--- src/rtl/rgbrle_pkg.sv ---
// ----------------------------------------------------------------------------
// RGB run-length encoder package
// Payload types, run job type and constants shared by the encoder modules.
// ----------------------------------------------------------------------------
`default_nettype none

package rgbrle_pkg;

    // Longest repeat count a run can carry (run length minus one)
    localparam logic [7:0] RUN_MAX = 8'd255;

    typedef struct packed {
        logic [7:0] red_in;
        logic [7:0] green_in;
        logic [7:0] blue_in;
        logic       last_in_row;
    } pixel_in_t;

    typedef struct packed {
        logic [7:0] red_out;
        logic [7:0] green_out;
        logic [7:0] blue_out;
        logic [7:0] repeat_count;
        logic       row_done;
    } run_out_t;

    // Work for the output side: a broken run, a row-end flush, or both.
    // Broken run goes out first.
    typedef struct packed {
        logic     has_break;
        run_out_t brk_run;
        logic     has_flush;
        run_out_t flush_run;
    } run_job_t;

endpackage

`default_nettype wire

--- src/rtl/rgbrle_front.sv ---
// ----------------------------------------------------------------------------
// RGB run-length encoder front end
// Holds the open run, classifies each pixel and queues the runs it closes.
// ----------------------------------------------------------------------------
`default_nettype none

module rgbrle_front
    import rgbrle_pkg::*;
(
    input  wire logic      aclk,
    input  wire logic      aresetn,
    input  wire logic      s_valid,
    output logic           s_ready,
    input  wire pixel_in_t s_data,
    input  wire logic      queue_full,
    output logic           push,
    output run_job_t       push_job
);

    logic        run_open_reg, run_open_next;
    logic [23:0] held_reg,     held_next;
    logic [7:0]  count_reg,    count_next;

    logic        accept;
    logic [23:0] pix;
    logic        extend;
    logic [23:0] cur_pix;
    logic [7:0]  cur_count;

    assign s_ready = !queue_full;
    assign accept  = s_valid && s_ready;
    assign pix     = {s_data.red_in, s_data.green_in, s_data.blue_in};

    always_comb begin
        extend    = run_open_reg && (pix == held_reg) && (count_reg != RUN_MAX);
        cur_pix   = extend ? held_reg : pix;
        cur_count = extend ? 8'(count_reg + 8'd1) : 8'd0;

        push_job.has_break              = run_open_reg && !extend;
        push_job.brk_run.red_out        = held_reg[23:16];
        push_job.brk_run.green_out      = held_reg[15:8];
        push_job.brk_run.blue_out       = held_reg[7:0];
        push_job.brk_run.repeat_count   = count_reg;
        push_job.brk_run.row_done       = 1'b0;
        push_job.has_flush              = s_data.last_in_row;
        push_job.flush_run.red_out      = cur_pix[23:16];
        push_job.flush_run.green_out    = cur_pix[15:8];
        push_job.flush_run.blue_out     = cur_pix[7:0];
        push_job.flush_run.repeat_count = cur_count;
        push_job.flush_run.row_done     = 1'b1;

        push = accept && (push_job.has_break || push_job.has_flush);

        run_open_next = run_open_reg;
        held_next     = held_reg;
        count_next    = count_reg;
        if (accept) begin
            if (s_data.last_in_row) begin
                run_open_next = 1'b0;
                held_next     = '0;
                count_next    = '0;
            end else begin
                run_open_next = 1'b1;
                held_next     = cur_pix;
                count_next    = cur_count;
            end
        end
    end

    always_ff @(posedge aclk) begin
        if (!aresetn) begin
            run_open_reg <= 1'b0;
            held_reg     <= '0;
            count_reg    <= '0;
        end else begin
            run_open_reg <= run_open_next;
            held_reg     <= held_next;
            count_reg    <= count_next;
        end
    end

endmodule

`default_nettype wire

--- src/rtl/rgbrle_queue.sv ---
// ----------------------------------------------------------------------------
// RGB run-length encoder job queue
// Small FIFO of run jobs between the front end and the output stage.
// ----------------------------------------------------------------------------
`default_nettype none

module rgbrle_queue
    import rgbrle_pkg::*;
#(
    parameter int DEPTH = 4
) (
    input  wire logic     aclk,
    input  wire logic     aresetn,
    input  wire logic     push,
    input  wire run_job_t push_job,
    output logic          full,
    input  wire logic     pop,
    output logic          empty,
    output run_job_t      head_job
);

    localparam int PW = (DEPTH > 1) ? $clog2(DEPTH) : 1;
    localparam int CW = $clog2(DEPTH + 1);

    run_job_t        mem_reg [DEPTH];
    logic [PW-1:0]   wr_ptr_reg, wr_ptr_next;
    logic [PW-1:0]   rd_ptr_reg, rd_ptr_next;
    logic [CW-1:0]   count_reg,  count_next;

    assign full     = (count_reg == CW'(DEPTH));
    assign empty    = (count_reg == '0);
    assign head_job = mem_reg[rd_ptr_reg];

    always_comb begin
        wr_ptr_next = wr_ptr_reg;
        rd_ptr_next = rd_ptr_reg;
        if (push) begin
            wr_ptr_next = (wr_ptr_reg == PW'(DEPTH - 1)) ? '0 : PW'(wr_ptr_reg + 1'b1);
        end
        if (pop) begin
            rd_ptr_next = (rd_ptr_reg == PW'(DEPTH - 1)) ? '0 : PW'(rd_ptr_reg + 1'b1);
        end
        case ({push, pop})
            2'b10:   count_next = CW'(count_reg + 1'b1);
            2'b01:   count_next = CW'(count_reg - 1'b1);
            default: count_next = count_reg;
        endcase
    end

    always_ff @(posedge aclk) begin
        if (push) begin
            mem_reg[wr_ptr_reg] <= push_job;
        end
    end

    always_ff @(posedge aclk) begin
        if (!aresetn) begin
            wr_ptr_reg <= '0;
            rd_ptr_reg <= '0;
            count_reg  <= '0;
        end else begin
            wr_ptr_reg <= wr_ptr_next;
            rd_ptr_reg <= rd_ptr_next;
            count_reg  <= count_next;
        end
    end

endmodule

`default_nettype wire

--- src/rtl/rgbrle_back.sv ---
// ----------------------------------------------------------------------------
// RGB run-length encoder output stage
// Splits each job into one or two result beats behind an output register.
// ----------------------------------------------------------------------------
`default_nettype none

module rgbrle_back
    import rgbrle_pkg::*;
(
    input  wire logic     aclk,
    input  wire logic     aresetn,
    input  wire logic     queue_empty,
    input  wire run_job_t head_job,
    output logic          pop,
    output logic          m_valid,
    input  wire logic     m_ready,
    output run_out_t      m_data
);

    logic     out_valid_reg,  out_valid_next;
    run_out_t out_data_reg,   out_data_next;
    logic     pend_valid_reg, pend_valid_next;
    run_out_t pend_data_reg,  pend_data_next;
    logic     can_load;

    assign m_valid  = out_valid_reg;
    assign m_data   = out_data_reg;
    assign can_load = !out_valid_reg || m_ready;
    assign pop      = can_load && !pend_valid_reg && !queue_empty;

    always_comb begin
        out_valid_next  = out_valid_reg;
        out_data_next   = out_data_reg;
        pend_valid_next = pend_valid_reg;
        pend_data_next  = pend_data_reg;
        if (can_load) begin
            out_valid_next = 1'b0;
            if (pend_valid_reg) begin
                out_valid_next  = 1'b1;
                out_data_next   = pend_data_reg;
                pend_valid_next = 1'b0;
            end else if (!queue_empty) begin
                out_valid_next = 1'b1;
                if (head_job.has_break) begin
                    out_data_next   = head_job.brk_run;
                    pend_valid_next = head_job.has_flush;
                    pend_data_next  = head_job.flush_run;
                end else begin
                    out_data_next = head_job.flush_run;
                end
            end
        end
    end

    always_ff @(posedge aclk) begin
        if (!aresetn) begin
            out_valid_reg  <= 1'b0;
            pend_valid_reg <= 1'b0;
        end else begin
            out_valid_reg  <= out_valid_next;
            pend_valid_reg <= pend_valid_next;
        end
    end

    always_ff @(posedge aclk) begin
        out_data_reg  <= out_data_next;
        pend_data_reg <= pend_data_next;
    end

endmodule

`default_nettype wire

--- src/rtl/rgb_pixel_run_length_encoder_unit.sv ---
// A closed run is pushed into the job queue, then loaded into the output register.
// Throughput: one pixel per cycle in unless the queue is full; one beat per cycle out
//   while m_ready, set by the single output register; a row end that breaks a run gives
//   two beats. The job queue (FIFO_DEPTH entries) absorbs that and downstream stalls.
// Reset: synchronous active-low aresetn clears the open run, queue and output valid.
// ----------------------------------------------------------------------------
// RGB pixel run-length encoder
// Top level: front end, job queue and output stage.
// ----------------------------------------------------------------------------
`default_nettype none

module rgb_pixel_run_length_encoder_unit
    import rgbrle_pkg::*;
#(
    parameter int FIFO_DEPTH = 4
) (
    input  wire logic      aclk,
    input  wire logic      aresetn,
    input  wire logic      s_valid,
    output logic           s_ready,
    input  wire pixel_in_t s_data,
    output logic           m_valid,
    input  wire logic      m_ready,
    output run_out_t       m_data
);

    // Front to queue
    logic     push;
    run_job_t push_job;
    logic     queue_full;

    // Queue to back
    logic     pop;
    logic     queue_empty;
    run_job_t head_job;

    // Classify each beat against the held run; push a job when a run closes.
    rgbrle_front u_front (
        .aclk       (aclk),
        .aresetn    (aresetn),
        .s_valid    (s_valid),
        .s_ready    (s_ready),
        .s_data     (s_data),
        .queue_full (queue_full),
        .push       (push),
        .push_job   (push_job)
    );

    // Hold closed runs so the input keeps flowing while the output stalls.
    rgbrle_queue #(
        .DEPTH (FIFO_DEPTH)
    ) u_queue (
        .aclk     (aclk),
        .aresetn  (aresetn),
        .push     (push),
        .push_job (push_job),
        .full     (queue_full),
        .pop      (pop),
        .empty    (queue_empty),
        .head_job (head_job)
    );

    // Drain jobs: broken run first, then the row-end flush.
    rgbrle_back u_back (
        .aclk        (aclk),
        .aresetn     (aresetn),
        .queue_empty (queue_empty),
        .head_job    (head_job),
        .pop         (pop),
        .m_valid     (m_valid),
        .m_ready     (m_ready),
        .m_data      (m_data)
    );

endmodule

`default_nettype wire

--- config.mk ---
export PLATFORM = sky130hd
export DESIGN_NAME = rgb_pixel_run_length_encoder_unit
export DESIGN_NICKNAME = d
export VERILOG_FILES = /design/src/rtl/rgbrle_pkg.sv /design/src/rtl/rgbrle_front.sv /design/src/rtl/rgbrle_queue.sv /design/src/rtl/rgbrle_back.sv /design/src/rtl/rgb_pixel_run_length_encoder_unit.sv
export SDC_FILE = /design/constraint.sdc
export NUM_CORES = 1
export LEC_CHECK = 0
export BUFFER_PORTS_ARGS = -buffer_cell sky130_fd_sc_hd__buf_2
export CORE_MARGIN = 3
export CORE_UTILIZATION = 42
export DETAILED_ROUTE_END_ITERATION = 16
export HOLD_SLACK_MARGIN = 0.03
export PLACE_DENSITY_LB_ADDON = 0.25
export SKIP_CTS_REPAIR_TIMING = 1
export SKIP_LAST_GASP = 1
export SLEW_MARGIN = 20
export SYNTH_ARGS = -nofsm -noshare
export SYNTH_HDL_FRONTEND = slang
export SYNTH_SLANG_ARGS = --single-unit
--- constraint.sdc ---
create_clock -name aclk -period 8.7 [get_ports aclk]
set_clock_uncertainty 0.05 [all_clocks]
set_input_delay 1.74 -clock aclk [delete_from_list [all_inputs] [get_ports aclk]]
set_output_delay 1.74 -clock aclk [all_outputs]
set_load 0.01 [all_outputs]
# ---- After elaboration in Yosys (flattened, before gate mapping)
# Memory sizes are Yosys's and may differ from the RTL's. A register that Yosys moved wholly into a read port is not among the register bits.
# Cells that the tools add are included.
# W data, S select, Z words.
dict set report totals {
  register_bits 108
  mem_bits_rw 264
  out_inout_bits 35
  elab_cells 72
  memories 1
}
# name depth width read_ports rd_ports_with_merged_regs write_ports line_no
set mem_list {}
lappend mem_list {u_queue.mem_reg 4 66 1 1 1 rgbrle_queue.sv:25} ;# run_job_t mem_reg [DEPTH];
dict set report classes {
  add_sub_neg 5
  n_eq_ne 8
  n_mux 20
  bitwise_logic 2
  n_reduce_logical 18
}
# cell n
set ops {}
lappend ops {{$mux W33} 3}
lappend ops {{$mux W24} 2}
lappend ops {{$eq A24 B24 Y1} 1}
lappend ops {{$mux W8} 2}
lappend ops {{$add A8 B1 Y8 const B} 1}
lappend ops {{$mux W1} 8}
lappend ops {{$mux W2} 4}
lappend ops {{$ne A8 B8 Y1 const B} 1}
lappend ops {{$logic_and A1 B1 Y1} 7}
lappend ops {{$eq A2 B2 Y1 const B} 3}
lappend ops {{$pmux W3 S2} 1}
lappend ops {{$logic_not A1 Y1} 5}
lappend ops {{$add A2 B1 Y2 const B} 2}
lappend ops {{$reduce_and A4 Y1} 1}
lappend ops {{$add A3 B1 Y3 const B} 1}
lappend ops {{$eq A3 B3 Y1 const B} 1}
lappend ops {{$logic_not A3 Y1} 1}
lappend ops {{$sub A3 B1 Y3 const B} 1}
lappend ops {{$eq A2 B1 Y1 const B} 1}
lappend ops {{$logic_or A1 B1 Y1} 2}
lappend ops {{$ne A2 B2 Y1 const B} 1}
lappend ops {{$not A1 Y1} 2}
lappend ops {{$reduce_and A2 Y1} 1}
lappend ops {{$reduce_bool A2 Y1} 1}

# ---- Depth between registers and ports, before layout
dict set report depth {
  word_depth 9
  ltp_mapped 13
}

# ---- Modules after synthesis
# Synthesis repeated with hierarchy kept, for this count alone.
dict set report unflattened {
  hier_cells 848
  hier_area_um2 15078.2
}
# module n_inst cells_each area_per_inst_um2 seq_area_each_um2
set by_module_without_submodules {}
lappend by_module_without_submodules {rgbrle_queue 1 403 10299.9 8348.0}
lappend by_module_without_submodules {rgbrle_back 1 190 2845.2 2021.9}
lappend by_module_without_submodules {rgbrle_front 1 255 1933.1 660.6}

# ---- Worst setup path after synthesis
# OpenSTA, ideal clock, no wires.
dict set report synth_timing {
  path_kind {input-to-reg}
  startpoint {input s_valid}
  endpoint {memory u_queue.mem_reg[0][0] (netlist bit) (enable)}
  setup_time_ns 0.512
  arrival_ns 5.642
  required_time_ns 8.138
  path_slack_ns 2.496
  cell_stages 5
  cell_sequence {and2_1 clkbuf_1 clkbuf_1 nand2_1 a21oi_1}
}
dict set report synth_between {
  elab_chain_len 4
}
# element line_no
set synth_rtl {}
lappend synth_rtl {{start: declaration} rgb_pixel_run_length_encoder_unit.sv:19} ;# input wire logic s_valid,
lappend synth_rtl {{$logic_and A1 B1 Y1} rgbrle_front.sv:31} ;# assign accept = s_valid && s_ready;
lappend synth_rtl {{$logic_and A1 B1 Y1} rgbrle_front.sv:52} ;# push = accept && (push_job.has_break || push_job.has_flush);
lappend synth_rtl {{$mux W1} rgbrle_queue.sv:51} ;# if (push) begin
lappend synth_rtl {{$mux W1 (not written as such)} rgbrle_queue.sv:52} ;# mem_reg[wr_ptr_reg] <= push_job;
lappend synth_rtl {{end: declaration} rgbrle_queue.sv:25}
# No other way between the ends.

==> results_dict.tcl <==
set metrics [dict create \
    yosys_warnings 0 \
    grt_pass1_vias 7708 \
    status "finished clean" \
    grt_max_degree 67 \
    cts_tree "done" \
    grt_pass1_wl_mm 46.0 \
    diodes 0 \
    core_area_mm2 0.0339 \
    relSlewSlack_pct 28.8 \
    cts.sinks 373 \
    antenna_found_initial 0 \
    hold_class "reg -> reg" \
    fin_crit_sh_pct 55.1 \
    syn_nets 888 \
    final_util_pct 49.3 \
    synth_edf_count 329 \
    r2r_cells 13 \
    largest_reg_flops 264 \
    drtAntennaViolNets 0 \
    crit_slowest_cell "or4_4" \
    drc 0 \
    first_pass_iters 5 \
    numPortBuffers 63 \
    drtIter0Drc 669 \
    areaGrowthSynthToFinish_pct 14.4 \
    drive_gt1_share_pct 23.6 \
    grtUsageTotal_pct 16.6 \
    fp.dieArea_mm2 0.0370 \
    overflow 0 \
    yosysUniqueCellTypes 41 \
    finalNetCount 943 \
    slew_viol_final 0 \
    hold_depth 2 \
    yosys_register_bits 373 \
    cp_top_family "simple AND/OR/NAND/NOR gates" \
    critPathRequiredTime_ps 9100 \
    ys_seq_area_share_pct 73.7 \
    setup_viol 0 \
    syn_area_per_cell_um2 17.2 \
    crit_type "in -> reg" \
    start_kind "primary input" \
    synth_top_area_share_pct 67.7 \
    worstPathArrival_ps 5190 \
    ir_drop_mv 0.187 \
    tns_ps 0 \
    path_max_fanout 6 \
    cp.depth 13 \
    path_common_cell "inv_1" \
    endpoint_kind "register" \
    io_pins 64 \
    leakagePower_nw 5.38 \
    num_vias 7456 \
    wire_per_inst_um 21.6 \
    htree_levels 2 \
    maxCapViolations 0 \
    netlist_area_mm2 0.0146 \
    fmax_ghz 0.209 \
    yosysTopAreaCell "edfxtp_1" \
    cts_root_buffer "clkbuf_16" \
    worst_pin_slew_ps 1070 \
    placementRows 67 \
    period_needed_ps 4790 \
    rsz0062_at_grt "false" \
    path_clk_slew_ps 60 \
    path_cells "buf_2 > xnor2_1 > nand4_1 > or4_4 > o21ai_2 > inv_1 > o21ai_0 > ha_1 > inv_1 > fa_1 > xor2_1 > or3_1 > a21oi_1" \
    synthCells 851 \
    dp_hpwl_mm 16.5 \
    numCtsBuffers 40 \
    gp_congestion 0.745 \
    clk_latency_ps 530 \
    die_x_um 192 \
    start_util_pct 43.1 \
    synth_ff_type "edfxtp_1" \
    async_reset_ff_share_pct 0 \
    synthTopCellsByArea "edfxtp_1 68%, mux4_2 10%, dfxtp_1 6.0%" \
    cp_num_buf_inv 3 \
    hold_viol 0 \
    vias_per_cell 5.38 \
    slowest_delay_ps 600 \
    power.density_mw_per_mm2 311 \
    die_h_um 192 \
    wl_mm 30.0 \
    clockBufferDepth 3 \
]
## metal layers
layer	part of all wire, %	GRT usage [%]	vias to the layer above
met5	0	0	-
met4	1.6	3.70	0
met3	6.2	3.05	45
met2	50	27.9	218
met1	43	22.7	3772
li1	-	-	3421
## final cells by class
type                            instances  area, um2
Clock buffer                           62       1200
Clock inverter                         12       93.8
Timing Repair Buffer                   79        455
Inverter                               10       37.5
Multi-Input combinational cell        402       3590
Sequential cell                       373      10800
Fill cell                            2870      17200
Tap cell                              448        561
## synthesized netlist by cell type (2+ instances only)
cell type  number
or4_4           2
nor2b_1         2
o2111ai_1       5
buf_1           2
dfxtp_1        44
nor2_1         23
ha_1            7
mux4_2         66
or3_1           2
and3_4          3
nor4_2          2
nand2_1        74
edfxtp_1      329
nor3_1          6
a21oi_1        40
nand3_1        33
xnor2_1        26
and2_1          4
nand4_1        14
inv_1           9
nand2b_1        5
clkbuf_1       50
nor4_1          2
buf_2          13
o21ai_0        37
or4_1           2
xor2_1          2
mux2i_1        34
## cell families after synthesis
logic type | count (synthesis) | share of synthesized area, %
DFF | 373 | 73.7
and+or+nand+nor | 177 | 5.89
muxes | 100 | 12.5
AOI/OAI and AO/OA | 89 | 3.39
buffers and inverters | 76 | 2.09
xor gates and xnor gates | 28 | 1.68
adders and majority gates | 8 | 0.737
## worst register-to-register path, delay by kind of cell, from the launching register on
family / cells / cell delay, ps
and+or+nand+nor: 4 / 1290
adders and majority gates: 3 / 880
AOI/OAI and AO/OA: 3 / 790
DFF: 1 / 400
buffers and inverters: 2 / 230
xor gates and xnor gates: 1 / 160
## stage by stage
stage	instances	total power, mW	area [um2]	worst slack (ps)	hold WS [ps]
4_1_cts	1385	5.26	16700	3980	477
6_report	1386	5.19	16700	3910	475
2_1_floorplan	851	3.21	14600	2500	430
3_5_place_dp	1311	3.62	15400	3430	467
5_1_grt	1386	5.46	16700	3800	502
3_3_place_gp	1311	3.60	15400	3480	451
## power breakdown
group / internal [mW] / total, mW / switching, mW
sequential: 2.33 / 2.44 / 0.108
combinational: 0.444 / 1.12 / 0.679
clock: 0.977 / 1.63 / 0.656
## cell usage in the layout (no fill, tap or decap), drive strengths merged, types with 2 or more instances in the layout
| cell type | n |
|---|---|
| inv | 10 |
| mux2i | 34 |
| edfxtp | 329 |
| a21oi | 40 |
| clkinv | 11 |
| nor3 | 6 |
| nand2b | 5 |
| o21ai | 38 |
| nand3 | 33 |
| xor2 | 2 |
| o2111ai | 5 |
| nand2 | 74 |
| or4 | 4 |
| dfxtp | 44 |
| mux4 | 66 |
| and3 | 4 |
| buf | 79 |
| nor4 | 4 |
| ha | 7 |
| nor2 | 23 |
| clkbuf | 62 |
| nor2b | 2 |
| or3 | 2 |
| nand4 | 14 |
| xnor2 | 26 |
| and2 | 4 |
## final timing paths
| path | start | to | slack [ps] |
|---|---|---|---|
| setup / recovery | s_data[3] | u_queue.count_reg[2] | 3910 |
| setup reg to reg | u_front.count_reg[0] | u_queue.count_reg[2] | 4840 |
| hold reg to reg | u_front.held_reg[12] | u_front.held_reg[12] | 480 |
| hold / removal | u_front.held_reg[12] | u_front.held_reg[12] | 480 |
No activity file was read; power rests on OpenSTA's default activity.
